$ cat config.mk
export PLATFORM = sky130hd
export DESIGN_NAME = serial_line_editor_unit
export DESIGN_NICKNAME = d
export VERILOG_FILES = /design/src/hw/rtl/sle_pkg.sv /design/src/hw/rtl/serial_line_editor_unit.sv /design/src/hw/rtl/sle_front.sv /design/src/hw/rtl/sle_cmd_fifo.sv /design/src/hw/rtl/sle_back.sv
export SDC_FILE = /design/constraint.sdc
export NUM_CORES = 1
export LEC_CHECK = 0
export ABC_AREA = 1
export BUFFER_PORTS_ARGS = -buffer_cell sky130_fd_sc_hd__clkbuf_2
export CAP_MARGIN = 20
export CORE_UTILIZATION = 48
export CTS_BUF_LIST = sky130_fd_sc_hd__clkbuf_8
export DETAILED_ROUTE_END_ITERATION = 8
export PLACE_DENSITY = 0.66
export SLEW_MARGIN = 20
export SYNTH_ARGS = -nofsm -noshare
export SYNTH_HDL_FRONTEND = slang
export SYNTH_HIERARCHICAL = 1
export SYNTH_SLANG_ARGS = --single-unit
$ cat constraint.sdc
create_clock -name clk -period 10.05 [get_ports clk]
set_input_delay 2.01 -clock clk [delete_from_list [all_inputs] [get_ports clk]]
set_output_delay 2.01 -clock clk [all_outputs]
set_load 0.02 [all_outputs]
$ cat src/hw/rtl/sle_pkg.sv
`timescale 1ns / 1ps
// Shared types and constants of the serial line editor.
// Holds the beat structs, command kinds, result channels and character codes.
// No dependencies.
package sle_pkg;

  typedef struct packed {
    logic       opcode;
    logic [7:0] rx_byte;
    logic [6:0] queue_free;
  } in_t;

  typedef struct packed {
    logic [1:0] channel;
    logic [7:0] data_byte;
    logic       last;
  } out_t;

  localparam logic [2:0] K_ECHO  = 3'd0;
  localparam logic [2:0] K_EOL   = 3'd1;
  localparam logic [2:0] K_INTR  = 3'd2;
  localparam logic [2:0] K_TAB   = 3'd3;
  localparam logic [2:0] K_ERASE = 3'd4;
  localparam logic [2:0] K_CHAR  = 3'd5;

  typedef struct packed {
    logic [2:0] kind;
    logic [7:0] rx_byte;
    logic [6:0] queue_free;
  } cmd_t;

  localparam logic       OP_RX    = 1'b0;

  localparam logic [1:0] CH_TERM  = 2'd0;
  localparam logic [1:0] CH_QUEUE = 2'd1;
  localparam logic [1:0] CH_INTR  = 2'd2;

  localparam logic [7:0] C_BEL    = 8'h07;
  localparam logic [7:0] C_BS     = 8'h08;
  localparam logic [7:0] C_TAB    = 8'h09;
  localparam logic [7:0] C_LF     = 8'h0A;
  localparam logic [7:0] C_CR     = 8'h0D;
  localparam logic [7:0] C_SP     = 8'h20;
  localparam logic [7:0] C_CARET  = 8'h5E;
  localparam logic [7:0] C_UPC    = 8'h43;
  localparam logic [7:0] C_DEL    = 8'h7F;
  localparam logic [7:0] INTR_RST = 8'h03;

endpackage

$ cat src/hw/rtl/serial_line_editor_unit.sv
`timescale 1ns / 1ps
// Serial line editor top level: front end, command queue and back end.
// Depends on sle_pkg, sle_front, sle_cmd_fifo and sle_back.

// Beats are classified on arrival and wait in a two-entry command queue, so
// the input side keeps accepting while the back end works until the queue is
// full. Every beat is registered in the queue before the back end sees it.
// The back end runs one command at a time against a line memory with one
// write port, one read port and registered read data. A stored character,
// or a transmitter-ready beat with nothing to echo, is done as it is taken.
// A bell and an echo each emit one beat. A tab writes one padding space per
// step. An erase emits BS SP BS, and an interrupt emits an interrupt beat and
// then ^C CR LF. A line flush stores CR and LF and then reads and emits each
// flushed byte, since each byte needs a memory read before it is emitted.
module serial_line_editor_unit import sle_pkg::*; #(
  parameter int LINE_BYTES = 64
) (
  input  logic       clk,
  input  logic       rst_n,
  input  logic       cfg_wr_en,
  input  logic [7:0] cfg_wr_data,
  input  logic       in_valid,
  output logic       in_ready,
  input  in_t        in_data,
  output logic       out_valid,
  input  logic       out_ready,
  output out_t       out_data
);

  logic cmd_push;
  cmd_t cmd_in;
  logic cmd_full;
  logic cmd_pop;
  logic cmd_valid;
  cmd_t cmd_head;

  sle_front u_front (
    .clk         (clk),
    .rst_n       (rst_n),
    .cfg_wr_en   (cfg_wr_en),
    .cfg_wr_data (cfg_wr_data),
    .in_valid    (in_valid),
    .in_ready    (in_ready),
    .in_data     (in_data),
    .cmd_push    (cmd_push),
    .cmd         (cmd_in),
    .cmd_full    (cmd_full)
  );

  sle_cmd_fifo u_fifo (
    .clk       (clk),
    .rst_n     (rst_n),
    .push      (cmd_push),
    .push_data (cmd_in),
    .full      (cmd_full),
    .pop       (cmd_pop),
    .not_empty (cmd_valid),
    .head      (cmd_head)
  );

  sle_back #(
    .LINE_BYTES (LINE_BYTES)
  ) u_back (
    .clk       (clk),
    .rst_n     (rst_n),
    .cmd_valid (cmd_valid),
    .cmd       (cmd_head),
    .cmd_pop   (cmd_pop),
    .out_valid (out_valid),
    .out_ready (out_ready),
    .out_data  (out_data)
  );

endmodule

$ cat src/hw/rtl/sle_front.sv
`timescale 1ns / 1ps
// Front end of the serial line editor: holds the interrupt character and
// classifies each input beat into a command. Depends on sle_pkg.
module sle_front import sle_pkg::*; (
  input  logic       clk,
  input  logic       rst_n,
  input  logic       cfg_wr_en,
  input  logic [7:0] cfg_wr_data,
  input  logic       in_valid,
  output logic       in_ready,
  input  in_t        in_data,
  output logic       cmd_push,
  output cmd_t       cmd,
  input  logic       cmd_full
);

  logic [7:0] intr_char_r;

  always_ff @(posedge clk) begin
    if (!rst_n) begin
      intr_char_r <= INTR_RST;
    end else if (cfg_wr_en) begin
      intr_char_r <= cfg_wr_data;
    end
  end

  assign in_ready = !cmd_full;
  assign cmd_push = in_valid && !cmd_full;

  always_comb begin
    cmd.rx_byte    = in_data.rx_byte;
    cmd.queue_free = in_data.queue_free;
    if (in_data.opcode != OP_RX) begin
      cmd.kind = K_ECHO;
    end else if (in_data.rx_byte == C_CR || in_data.rx_byte == C_LF) begin
      cmd.kind = K_EOL;
    end else if (in_data.rx_byte == intr_char_r) begin
      cmd.kind = K_INTR;
    end else if (in_data.rx_byte == C_TAB) begin
      cmd.kind = K_TAB;
    end else if (in_data.rx_byte == C_BS || in_data.rx_byte == C_DEL) begin
      cmd.kind = K_ERASE;
    end else begin
      cmd.kind = K_CHAR;
    end
  end

endmodule

$ cat src/hw/rtl/sle_cmd_fifo.sv
`timescale 1ns / 1ps
// Two-entry command queue between the front end and the back end.
// Depends on sle_pkg.
module sle_cmd_fifo import sle_pkg::*; (
  input  logic clk,
  input  logic rst_n,
  input  logic push,
  input  cmd_t push_data,
  output logic full,
  input  logic pop,
  output logic not_empty,
  output cmd_t head
);

  cmd_t       fifo_r [2];
  logic       wr_ptr_r;
  logic       rd_ptr_r;
  logic [1:0] count_r;
  logic       do_push;
  logic       do_pop;

  assign full      = (count_r == 2'd2);
  assign not_empty = (count_r != 2'd0);
  assign head      = fifo_r[rd_ptr_r];
  assign do_push   = push && !full;
  assign do_pop    = pop && not_empty;

  always_ff @(posedge clk) begin
    if (do_push) begin
      fifo_r[wr_ptr_r] <= push_data;
    end
  end

  always_ff @(posedge clk) begin
    if (!rst_n) begin
      wr_ptr_r <= 1'b0;
      rd_ptr_r <= 1'b0;
      count_r  <= 2'd0;
    end else begin
      if (do_push) begin
        wr_ptr_r <= !wr_ptr_r;
      end
      if (do_pop) begin
        rd_ptr_r <= !rd_ptr_r;
      end
      count_r <= count_r + {1'b0, do_push} - {1'b0, do_pop};
    end
  end

endmodule

$ cat src/hw/rtl/sle_back.sv
`timescale 1ns / 1ps
// Back end of the serial line editor: owns the line memory, length and echo
// position, and executes commands into result beats. Depends on sle_pkg.
module sle_back import sle_pkg::*; #(
  parameter int LINE_BYTES = 64
) (
  input  logic clk,
  input  logic rst_n,
  input  logic cmd_valid,
  input  cmd_t cmd,
  output logic cmd_pop,
  output logic out_valid,
  input  logic out_ready,
  output out_t out_data
);

  localparam int AW = $clog2(LINE_BYTES);
  localparam int LW = $clog2(LINE_BYTES + 1);
  localparam logic [LW-1:0] LIMIT = LW'(LINE_BYTES - 2);

  localparam logic [2:0] S_IDLE     = 3'd0;
  localparam logic [2:0] S_ECHO_OUT = 3'd1;
  localparam logic [2:0] S_EOL_LF   = 3'd2;
  localparam logic [2:0] S_FL_RD    = 3'd3;
  localparam logic [2:0] S_FL_OUT   = 3'd4;
  localparam logic [2:0] S_SEQ      = 3'd5;
  localparam logic [2:0] S_TAB      = 3'd6;

  localparam logic [1:0] SQ_INTR  = 2'd0;
  localparam logic [1:0] SQ_ERASE = 2'd1;
  localparam logic [1:0] SQ_BELL  = 2'd2;

  logic [7:0]    line_mem [LINE_BYTES];
  logic [7:0]    rd_data_r;
  logic [AW-1:0] rd_addr;
  logic          wr_en;
  logic [7:0]    wr_data;

  logic [2:0]    state_r, state_nxt;
  logic [LW-1:0] len_r, len_nxt;
  logic [LW-1:0] echo_r, echo_nxt;
  logic [6:0]    idx_r, idx_nxt;
  logic [6:0]    cnt_r, cnt_nxt;
  logic [6:0]    qfree_r, qfree_nxt;
  logic [1:0]    seq_r, seq_nxt;
  logic [2:0]    step_r, step_nxt;
  logic          out_valid_r, out_valid_nxt;
  out_t          out_data_r, out_data_nxt;

  logic          out_free;
  logic          emit;
  out_t          emit_data;
  logic [LW-1:0] len_inc;
  logic [6:0]    len_inc7;
  logic [6:0]    idx_inc;
  logic [6:0]    eol_cnt;

  function automatic out_t seq_beat(input logic [1:0] sq, input logic [2:0] st);
    out_t b;
    b.channel   = CH_TERM;
    b.data_byte = C_BEL;
    b.last      = 1'b1;
    unique case (sq)
      SQ_INTR: begin
        b.last = (st == 3'd4);
        unique case (st)
          3'd0:    begin b.channel = CH_INTR; b.data_byte = 8'h00; end
          3'd1:    b.data_byte = C_CARET;
          3'd2:    b.data_byte = C_UPC;
          3'd3:    b.data_byte = C_CR;
          default: b.data_byte = C_LF;
        endcase
      end
      SQ_ERASE: begin
        b.last      = (st == 3'd2);
        b.data_byte = (st == 3'd1) ? C_SP : C_BS;
      end
      default: b.data_byte = C_BEL;
    endcase
    return b;
  endfunction

  assign out_free  = !out_valid_r || out_ready;
  assign len_inc   = len_r + 1'b1;
  assign len_inc7  = 7'(len_inc);
  assign idx_inc   = idx_r + 7'd1;
  assign eol_cnt   = (qfree_r < len_inc7) ? qfree_r : len_inc7;
  assign rd_addr   = (state_r == S_FL_RD || state_r == S_FL_OUT) ? idx_r[AW-1:0]
                                                                 : echo_r[AW-1:0];
  assign out_valid = out_valid_r;
  assign out_data  = out_data_r;

  always_ff @(posedge clk) begin
    if (wr_en) begin
      line_mem[len_r[AW-1:0]] <= wr_data;
    end
    rd_data_r <= line_mem[rd_addr];
  end

  always_comb begin
    state_nxt = state_r;
    len_nxt   = len_r;
    echo_nxt  = echo_r;
    idx_nxt   = idx_r;
    cnt_nxt   = cnt_r;
    qfree_nxt = qfree_r;
    seq_nxt   = seq_r;
    step_nxt  = step_r;
    cmd_pop   = 1'b0;
    wr_en     = 1'b0;
    wr_data   = C_SP;
    emit      = 1'b0;
    emit_data = '0;
    unique case (state_r)
      S_IDLE: begin
        if (cmd_valid) begin
          cmd_pop = 1'b1;
          step_nxt = 3'd0;
          unique case (cmd.kind)
            K_ECHO: begin
              if (echo_r < len_r) begin
                state_nxt = S_ECHO_OUT;
              end
            end
            K_EOL: begin
              wr_en     = 1'b1;
              wr_data   = C_CR;
              len_nxt   = len_inc;
              qfree_nxt = cmd.queue_free;
              state_nxt = S_EOL_LF;
            end
            K_INTR: begin
              seq_nxt   = SQ_INTR;
              state_nxt = S_SEQ;
            end
            K_TAB: begin
              if (len_r < LIMIT) begin
                state_nxt = S_TAB;
              end
            end
            K_ERASE: begin
              seq_nxt   = (len_r != '0) ? SQ_ERASE : SQ_BELL;
              state_nxt = S_SEQ;
            end
            K_CHAR: begin
              if (len_r < LIMIT) begin
                wr_en   = 1'b1;
                wr_data = cmd.rx_byte;
                len_nxt = len_inc;
              end else begin
                seq_nxt   = SQ_BELL;
                state_nxt = S_SEQ;
              end
            end
            default: ;
          endcase
        end
      end
      S_ECHO_OUT: begin
        if (out_free) begin
          emit      = 1'b1;
          emit_data = '{channel: CH_TERM, data_byte: rd_data_r, last: 1'b1};
          echo_nxt  = echo_r + 1'b1;
          state_nxt = S_IDLE;
        end
      end
      S_EOL_LF: begin
        wr_en   = 1'b1;
        wr_data = C_LF;
        cnt_nxt = eol_cnt;
        idx_nxt = 7'd0;
        if (eol_cnt == 7'd0) begin
          len_nxt   = '0;
          echo_nxt  = '0;
          state_nxt = S_IDLE;
        end else begin
          len_nxt   = len_inc;
          state_nxt = S_FL_RD;
        end
      end
      S_FL_RD: begin
        state_nxt = S_FL_OUT;
      end
      S_FL_OUT: begin
        if (out_free) begin
          emit      = 1'b1;
          emit_data = '{channel: CH_QUEUE, data_byte: rd_data_r, last: idx_inc == cnt_r};
          idx_nxt   = idx_inc;
          if (idx_inc == cnt_r) begin
            len_nxt   = '0;
            echo_nxt  = '0;
            state_nxt = S_IDLE;
          end else begin
            state_nxt = S_FL_RD;
          end
        end
      end
      S_SEQ: begin
        if (out_free) begin
          emit      = 1'b1;
          emit_data = seq_beat(seq_r, step_r);
          step_nxt  = step_r + 3'd1;
          if (emit_data.last) begin
            state_nxt = S_IDLE;
            if (seq_r == SQ_INTR) begin
              len_nxt  = '0;
              echo_nxt = '0;
            end else if (seq_r == SQ_ERASE) begin
              len_nxt  = len_r - 1'b1;
              echo_nxt = len_r - 1'b1;
            end
          end
        end
      end
      S_TAB: begin
        wr_en   = 1'b1;
        wr_data = C_SP;
        len_nxt = len_inc;
        if (!(len_inc < LIMIT && len_inc[2:0] != 3'd1)) begin
          state_nxt = S_IDLE;
        end
      end
      default: state_nxt = S_IDLE;
    endcase
  end

  always_comb begin
    out_valid_nxt = out_valid_r;
    out_data_nxt  = out_data_r;
    if (emit) begin
      out_valid_nxt = 1'b1;
      out_data_nxt  = emit_data;
    end else if (out_ready) begin
      out_valid_nxt = 1'b0;
    end
  end

  always_ff @(posedge clk) begin
    if (!rst_n) begin
      state_r     <= S_IDLE;
      len_r       <= '0;
      echo_r      <= '0;
      out_valid_r <= 1'b0;
    end else begin
      state_r     <= state_nxt;
      len_r       <= len_nxt;
      echo_r      <= echo_nxt;
      out_valid_r <= out_valid_nxt;
    end
  end

  always_ff @(posedge clk) begin
    idx_r      <= idx_nxt;
    cnt_r      <= cnt_nxt;
    qfree_r    <= qfree_nxt;
    seq_r      <= seq_nxt;
    step_r     <= step_nxt;
    out_data_r <= out_data_nxt;
  end

endmodule

Word level (Yosys, flattened, before mapping)
Memory sizes are Yosys's and may differ from the RTL's. A register that Yosys moved wholly into a read port is not among the register bits.
Cells that the tools add are included.
{"block": "totals", "n_memories": 2, "word_cells": 179, "ramBits": 548, "out_inout_bits": 13, "regBits": 67, "latch_bits": 0, "rom_bits": 0}
{"memory": "u_back.line_mem", "words": 64, "width": 8, "rd": 1, "rd_clocked_by_memory_dff": 1, "wr": 1, "line_no": "sle_back.sv:33", "source": "logic [7:0] line_mem [LINE_BYTES];"}
{"memory": "u_fifo.fifo_r", "words": 2, "width": 18, "rd": 1, "rd_clocked_by_memory_dff": 1, "wr": 1, "line_no": "sle_cmd_fifo.sv:15", "source": "cmd_t fifo_r [2];"}
{"block": "op_classes", "muxes": 74, "reduce_logical": 35, "n_lt_le_gt_ge": 4, "bitwise": 0, "addsub": 7, "n_eq_ne": 41, "multipliers": 0, "n_div": 0, "shift": 0}
{"operator": "$mux 7", "n": 13}
{"operator": "$pmux 7 s4", "n": 2}
{"operator": "$pmux 8 s2", "n": 3}
{"operator": "$mux 3", "n": 15}
{"operator": "$pmux 7 s5", "n": 1}
{"operator": "$pmux 11 s3", "n": 1}
{"operator": "$eq 8x4->1 const B", "n": 4}
{"operator": "$pmux 7 s2", "n": 2}
{"operator": "$add 7x1->7 const B", "n": 3}
{"operator": "$pmux 3 s7", "n": 1}
{"operator": "$eq 3x2->1 const B", "n": 6}
{"operator": "$eq 3x3->1 const B", "n": 6}
{"operator": "$mux 1", "n": 17}
{"operator": "$mux 8", "n": 2}
{"operator": "$pmux 3 s5", "n": 1}
{"operator": "$lt 7x6->1 const B", "n": 2}
{"operator": "$lt 7x7->1", "n": 2}
{"operator": "$mux 2", "n": 6}
{"operator": "$mux 6", "n": 2}
{"operator": "$mux 11", "n": 1}
{"operator": "$mux 10", "n": 1}
{"operator": "$ne 2x1->1 const B", "n": 5}
{"operator": "$reduce_and 10->1", "n": 1}
{"operator": "$eq 3x1->1 const B", "n": 3}
{"operator": "36 further kinds", "n": 61}

Depth between registers and ports, before layout
{"block": "depth", "ltp_word": 7, "ltp_mapped": 23, "ltp_nobuf": 21}

Cells and area by module
Netlist, hierarchy kept.
{"module": "sle_back", "seq_area_each_um2": 17006.3, "cells_per_inst": 1994, "instances": 1, "area_per_inst_um2": 24028.0}
{"module": "sle_cmd_fifo", "seq_area_each_um2": 1181.1, "cells_per_inst": 94, "instances": 1, "area_per_inst_um2": 1600.3}
{"module": "sle_front", "seq_area_each_um2": 160.2, "cells_per_inst": 103, "instances": 1, "area_per_inst_um2": 638.1}

Least setup slack after synthesis
Ideal clock, no wire load.
{"block": "synth_path", "path_type": "register to register", "from": "reg with a tool-made name", "to": "mem u_back.line_mem[0][3] (data pin)", "path_slack_ns": 5.317, "path_stages_with_launch": 11, "arrival_ns": 4.031, "t_required_ns": 9.348, "n_path_buf": 2, "path_cell_list": "dfxtp_1 -> buf_6 -> buf_12 -> mux2_4 -> nor2_1 -> inv_1 -> nor2_1 -> nand2_1 -> nand2_1 -> nand2_1 -> o21ai_0"}
{"item": "end: declaration", "line_no": "sle_back.sv:33"}

==> tab_implementation.tex <==
\begin{tabular}{lr}
\hline
Metric & Value \\
\hline
\multicolumn{2}{l}{\textbf{Power}} \\
\quad Total power density per cell area & 242 mW/mm\^{}2 \\
\quad Max rail drop VDD & 0.228 mV \\
\quad Pint & 0.00458 W \\
\quad Reg power frac & 46.4\% \\
\quad Switching portion of total power & 34.3\% \\
\quad Leak Pwr & 9.64 nW \\
\quad Sw power & 0.00239 W \\
\quad Total Power Consumption & 0.00697 W \\
\quad Part of the total power dissipated in combinational logic & 25.6\% \\
\quad Power share of the clock group & 28.0\% \\
\multicolumn{2}{l}{\textbf{Clocking}} \\
\quad Max Buffers Root-to-Sink & 3 \\
\quad Clock buffers created by TritonCTS & 97 \\
\quad CTS clock-pin slew for the worst setup and hold paths & 60 ps \\
\quad Number of gates resized after cts & 0 \\
\quad Count of H-tree levels built during CTS & 3 \\
\quad Root Driver & clkbuf\_8 \\
\quad \# clock sinks & 624 \\
\quad Number of setup buffers added after CTS & 0 \\
\quad Clock latency of the later-clocked register in the worst-skew pair & 690 ps \\
\quad Hold bufs inserted after CTS & 0 \\
\quad Clock tree from TritonCTS & done \\
\multicolumn{2}{l}{\textbf{Die}} \\
\quad Core box area & 0.0539 sq mm \\
\quad Initial standard-cell utilization of the core & 48.7\% \\
\quad Number of top-level pins & 42 \\
\quad Site row count & 85 \\
\quad Vertical extent of the die & 236 um \\
\quad Die Outline Area & 0.0557 sq mm \\
\quad Horizontal extent of the die & 236 um \\
\multicolumn{2}{l}{\textbf{Worst setup path}} \\
\quad CP Data Arrival Time & 5050 ps \\
\quad WP data required & 10360 ps \\
\quad Critical path start-end classification & flip-flop to flip-flop \\
\quad Slowest cell on crit path & nor2\_1 \\
\quad Startpoint type of the worst setup path & flip-flop \\
\quad Cell chain of the critical path & mux2\_4 -> nor2\_1 -> inv\_1 -> nor2\_1 -> nand2\_1 -> nand2\_1 -> nand2\_1 -> nand2\_2 -> nand4\_1 -> nor2\_1 \\
\quad Worst-path maximum fanout & 18 \\
\quad Largest incremental delay on the critical path & 960 ps \\
\quad Critical Path Sink Type & flip-flop \\
\multicolumn{2}{l}{\textbf{Final layout}} \\
\quad Area taken by flip-flops and latches & 0.0183 sq mm \\
\quad Number of antenna diodes & 0 \\
\quad Multi-input combinational cell area & 0.00698 sq mm \\
\quad Fin cells & 2999 \\
\quad Layout Nets & 2274 \\
\quad Layout cells sized above 1 & 10.2\% \\
\quad Fillcell total & 4493 \\
\quad Growth of design area from synthesis to finish & 9.58\% \\
\multicolumn{2}{l}{\textbf{Placement}} \\
\quad Post-detailed-placement half-perimeter wirelength & 38.3 mm \\
\quad Setup slack after placement & 5370 ps \\
\quad Routability cong. & 0.864 \\
\quad Port bufs & 41 \\
\quad Placed insts & 2819 \\
\multicolumn{2}{l}{\textbf{Global route}} \\
\quad Combined global-route utilization of all metal layers & 23.1\% \\
\quad Maximum number of pins on one net before global-route repair & 115 \\
\quad First-pass GRT wire length & 98.7 mm \\
\quad Total gr overflow & 0 \\
\quad Initial antenna violation count & 0 \\
\quad Vias in the first global route & 17.0k \\
\multicolumn{2}{l}{\textbf{Yosys}} \\
\quad Nets in the synthesized netlist & 2243 \\
\quad Sequential fraction of the synthesis area & 69.9\% \\
\quad Number of distinct standard cells referenced by the synthesized netlist & 43 \\
\quad Synthesized area per cell & 12.0 sq um \\
\quad Number of warnings printed during yosys synthesis & 6 \\
\quad Cell area after synthesis & 0.0263 sq mm \\
\quad Synthesis-stage register bit count & 624 \\
\quad Synthesized instance count & 2191 \\
\multicolumn{2}{l}{\textbf{STA}} \\
\quad Min setup slack post-route & 5300 ps \\
\quad Maximum achievable frequency & 0.211 GHz \\
\quad Post-route fraction of the period consumed by the critical path & 47.2\% \\
\quad Normalized max-slew margin & 28.8\% \\
\quad Number of hold violations in the final report & 0 \\
\quad Unrepaired setup endpoints after global routing & no \\
\quad Post-route minimum period & 4750 ps \\
\quad Setup total negative slack & 0 ps \\
\quad Worst-margin pin slew & 1070 ps \\
\quad Fin. max-slew vios & 0 \\
\quad Final Setup Violations & 0 \\
\quad Fin Hold WS & 497 ps \\
\quad Worst Skew & 43.8 ps \\
\multicolumn{2}{l}{\textbf{Route}} \\
\quad DR DRC count & 0 \\
\quad Drt first pass iters & 5 \\
\quad Average routed wire per standard cell & 21.5 um \\
\quad Number of DRC violations after detailed-routing iteration 0 & 1967 \\
\quad Detail Route met2 WL & 31.0 mm \\
\quad Antenna-violating nets left & 0 \\
\quad Top layer reached by signal wires & met4 \\
\quad Vias after detailed routing & 17.6k \\
\quad Sum of routed wire length over all layers & 64.6 mm \\
\quad Metal1 wirelength & 26.7 mm \\
\quad Routed via count divided by cell count & 5.87 \\
\quad Metal3 WL & 5.29 mm \\
\multicolumn{2}{l}{\textbf{Job}} \\
\quad Max-Cap Viols & 0 \\
\multicolumn{2}{l}{\textbf{Min path}} \\
\quad Worst Hold Class & flip-flop to flip-flop \\
\multicolumn{2}{l}{\textbf{Outcome}} \\
\quad Outcome & complete, no violations \\
\hline
\end{tabular}
[flip-flops by register name, summed over array words and instances, names as in the netlist, 2 cells and up, named ones only]
name	cells
u_back/echo_r	7
u_back/idx_r	7
u_front/intr_char_r	8
u_back/state_r	3
u_back/rd_data_r	8
u_back/qfree_r	7
u_back/line_mem	512
u_fifo/fifo_r	36
u_back/cnt_r	7
u_back/out_data	11
u_fifo/count_r	2
u_back/len_r	7
u_back/seq_r	2
u_back/step_r	3
[metal layers]
layer,track usage (%),vias to the layer above
li1,-,8098
met1,31.3,8585
met2,37.8,797
met3,4.54,116
met4,7.21,0
met5,0,-
[worst paths after layout]
path                                             start                endpoint  slack (ps)  depth (start not counted)
worst max-delay path                         flip-flop  u_back/line_mem[54][3]        5300                         10
worst min-delay path            u_front/intr_char_r[1]  u_front/intr_char_r[1]         500                          2
worst max register to register               flip-flop  u_back/line_mem[54][3]        5300                         10
worst min register to register  u_front/intr_char_r[1]  u_front/intr_char_r[1]         500                          2
[cell type report]
cell class / instances / share of cell area, %
inverter: 114 / 1.50
timing repair buffer: 64 / 1.31
clock buffer: 97 / 4.64
tap: 696 / 3.03
clock inverter: 83 / 1.52
multi-input combinational: 1321 / 24.3
sequential: 624 / 63.7
[cells in the mapped netlist (all sizes together)]
| master | count | area share, % |
|---|---|---|
| inv | 111 | 1.6 |
| o211ai | 66 | 1.9 |
| a31oi | 1 | 0.024 |
| mux2 | 18 | 0.91 |
| xnor2 | 10 | 0.33 |
| nor2 | 412 | 5.9 |
| or2 | 1 | 0.024 |
| nand3b | 5 | 0.14 |
| a21oi | 44 | 0.85 |
| and3 | 1 | 0.024 |
| o21bai | 1 | 0.029 |
| o21ai | 288 | 5.5 |
| nor3 | 12 | 0.23 |
| nor3b | 1 | 0.048 |
| o31ai | 5 | 0.14 |
| nand4 | 10 | 0.24 |
| nand3 | 99 | 1.9 |
| ha | 23 | 1.1 |
| nand2 | 178 | 2.6 |
| clkinv | 3 | 0.043 |
| o21a | 1 | 0.029 |
| o221ai | 64 | 2.1 |
| dfxtp | 39 | 3.0 |
| o311ai | 2 | 0.067 |
| buf | 37 | 1.0 |
| clkbuf | 95 | 1.4 |
| nor4 | 2 | 0.048 |
| o41ai | 1 | 0.033 |
| o22ai | 66 | 1.6 |
| xor2 | 10 | 0.33 |
| edfxtp | 585 | 67 |
[power by group through the flow]
stage	clock network, W	logic [W]	registers (W)
6_report	0.00195	0.00178	0.00324
4_1_cts	0.00199	0.00176	0.00324
5_1_grt	0.00209	0.00196	0.00325
2_1_floorplan	0	0.00121	0.00326
3_3_place_gp	0	0.00173	0.00329
3_5_place_dp	0	0.00176	0.00329
[logic make-up (layout without fill, tap and decap cells)]
family	Yosys count	count (layout)	synth area share, %
simple gates	721	721	11.2
compound gates	539	539	12.3
flops	624	624	69.9
buf+inv	246	358	4.00
xor+xnor	20	20	0.667
fa+ha+maj	23	23	1.10
mux	18	18	0.915
[layout by cell type (no fill, tap or decap), types with 2 or more instances in the layout]
cell,count
inv_6,2
mux2_4,10
o21ai_1,13
nand4_1,10
bufinv_16,3
o221ai_1,64
clkinv_2,12
xor2_1,10
inv_2,7
nand3b_1,5
edfxtp_1,585
nor4_1,2
clkinvlp_4,4
o211ai_1,66
mux2_2,8
nor2_2,2
clkinv_1,26
inv_1,142
o21ai_0,269
nand2_1,172
o31ai_1,5
nor2_1,407
o21ai_4,5
buf_4,23
nand3_2,2
a21oi_1,40
o22ai_1,66
nand3_1,97
nand2_2,6
o311ai_0,2
nor3_1,11
nor2_4,3
ha_1,23
clkbuf_2,41
a21oi_4,3
clkbuf_8,97
xnor2_1,10
dfxtp_1,39
[critical path: cells and delay by family, from the launching register on]
kind,cells,cell delay (ps)
muxes,1,380
DFF,1,910
and+or+nand+nor,8,2970
buffers and inverters,1,70
[stage by stage]
stage	util, %	instance area [sq um]
2_1_floorplan	-	26300
3_3_place_gp	50.1	27000
3_5_place_dp	50.1	27000
4_1_cts	53.4	28800
5_1_grt	53.4	28800
6_report	53.4	28800
Note: power is estimated with default switching activity, not from simulation.
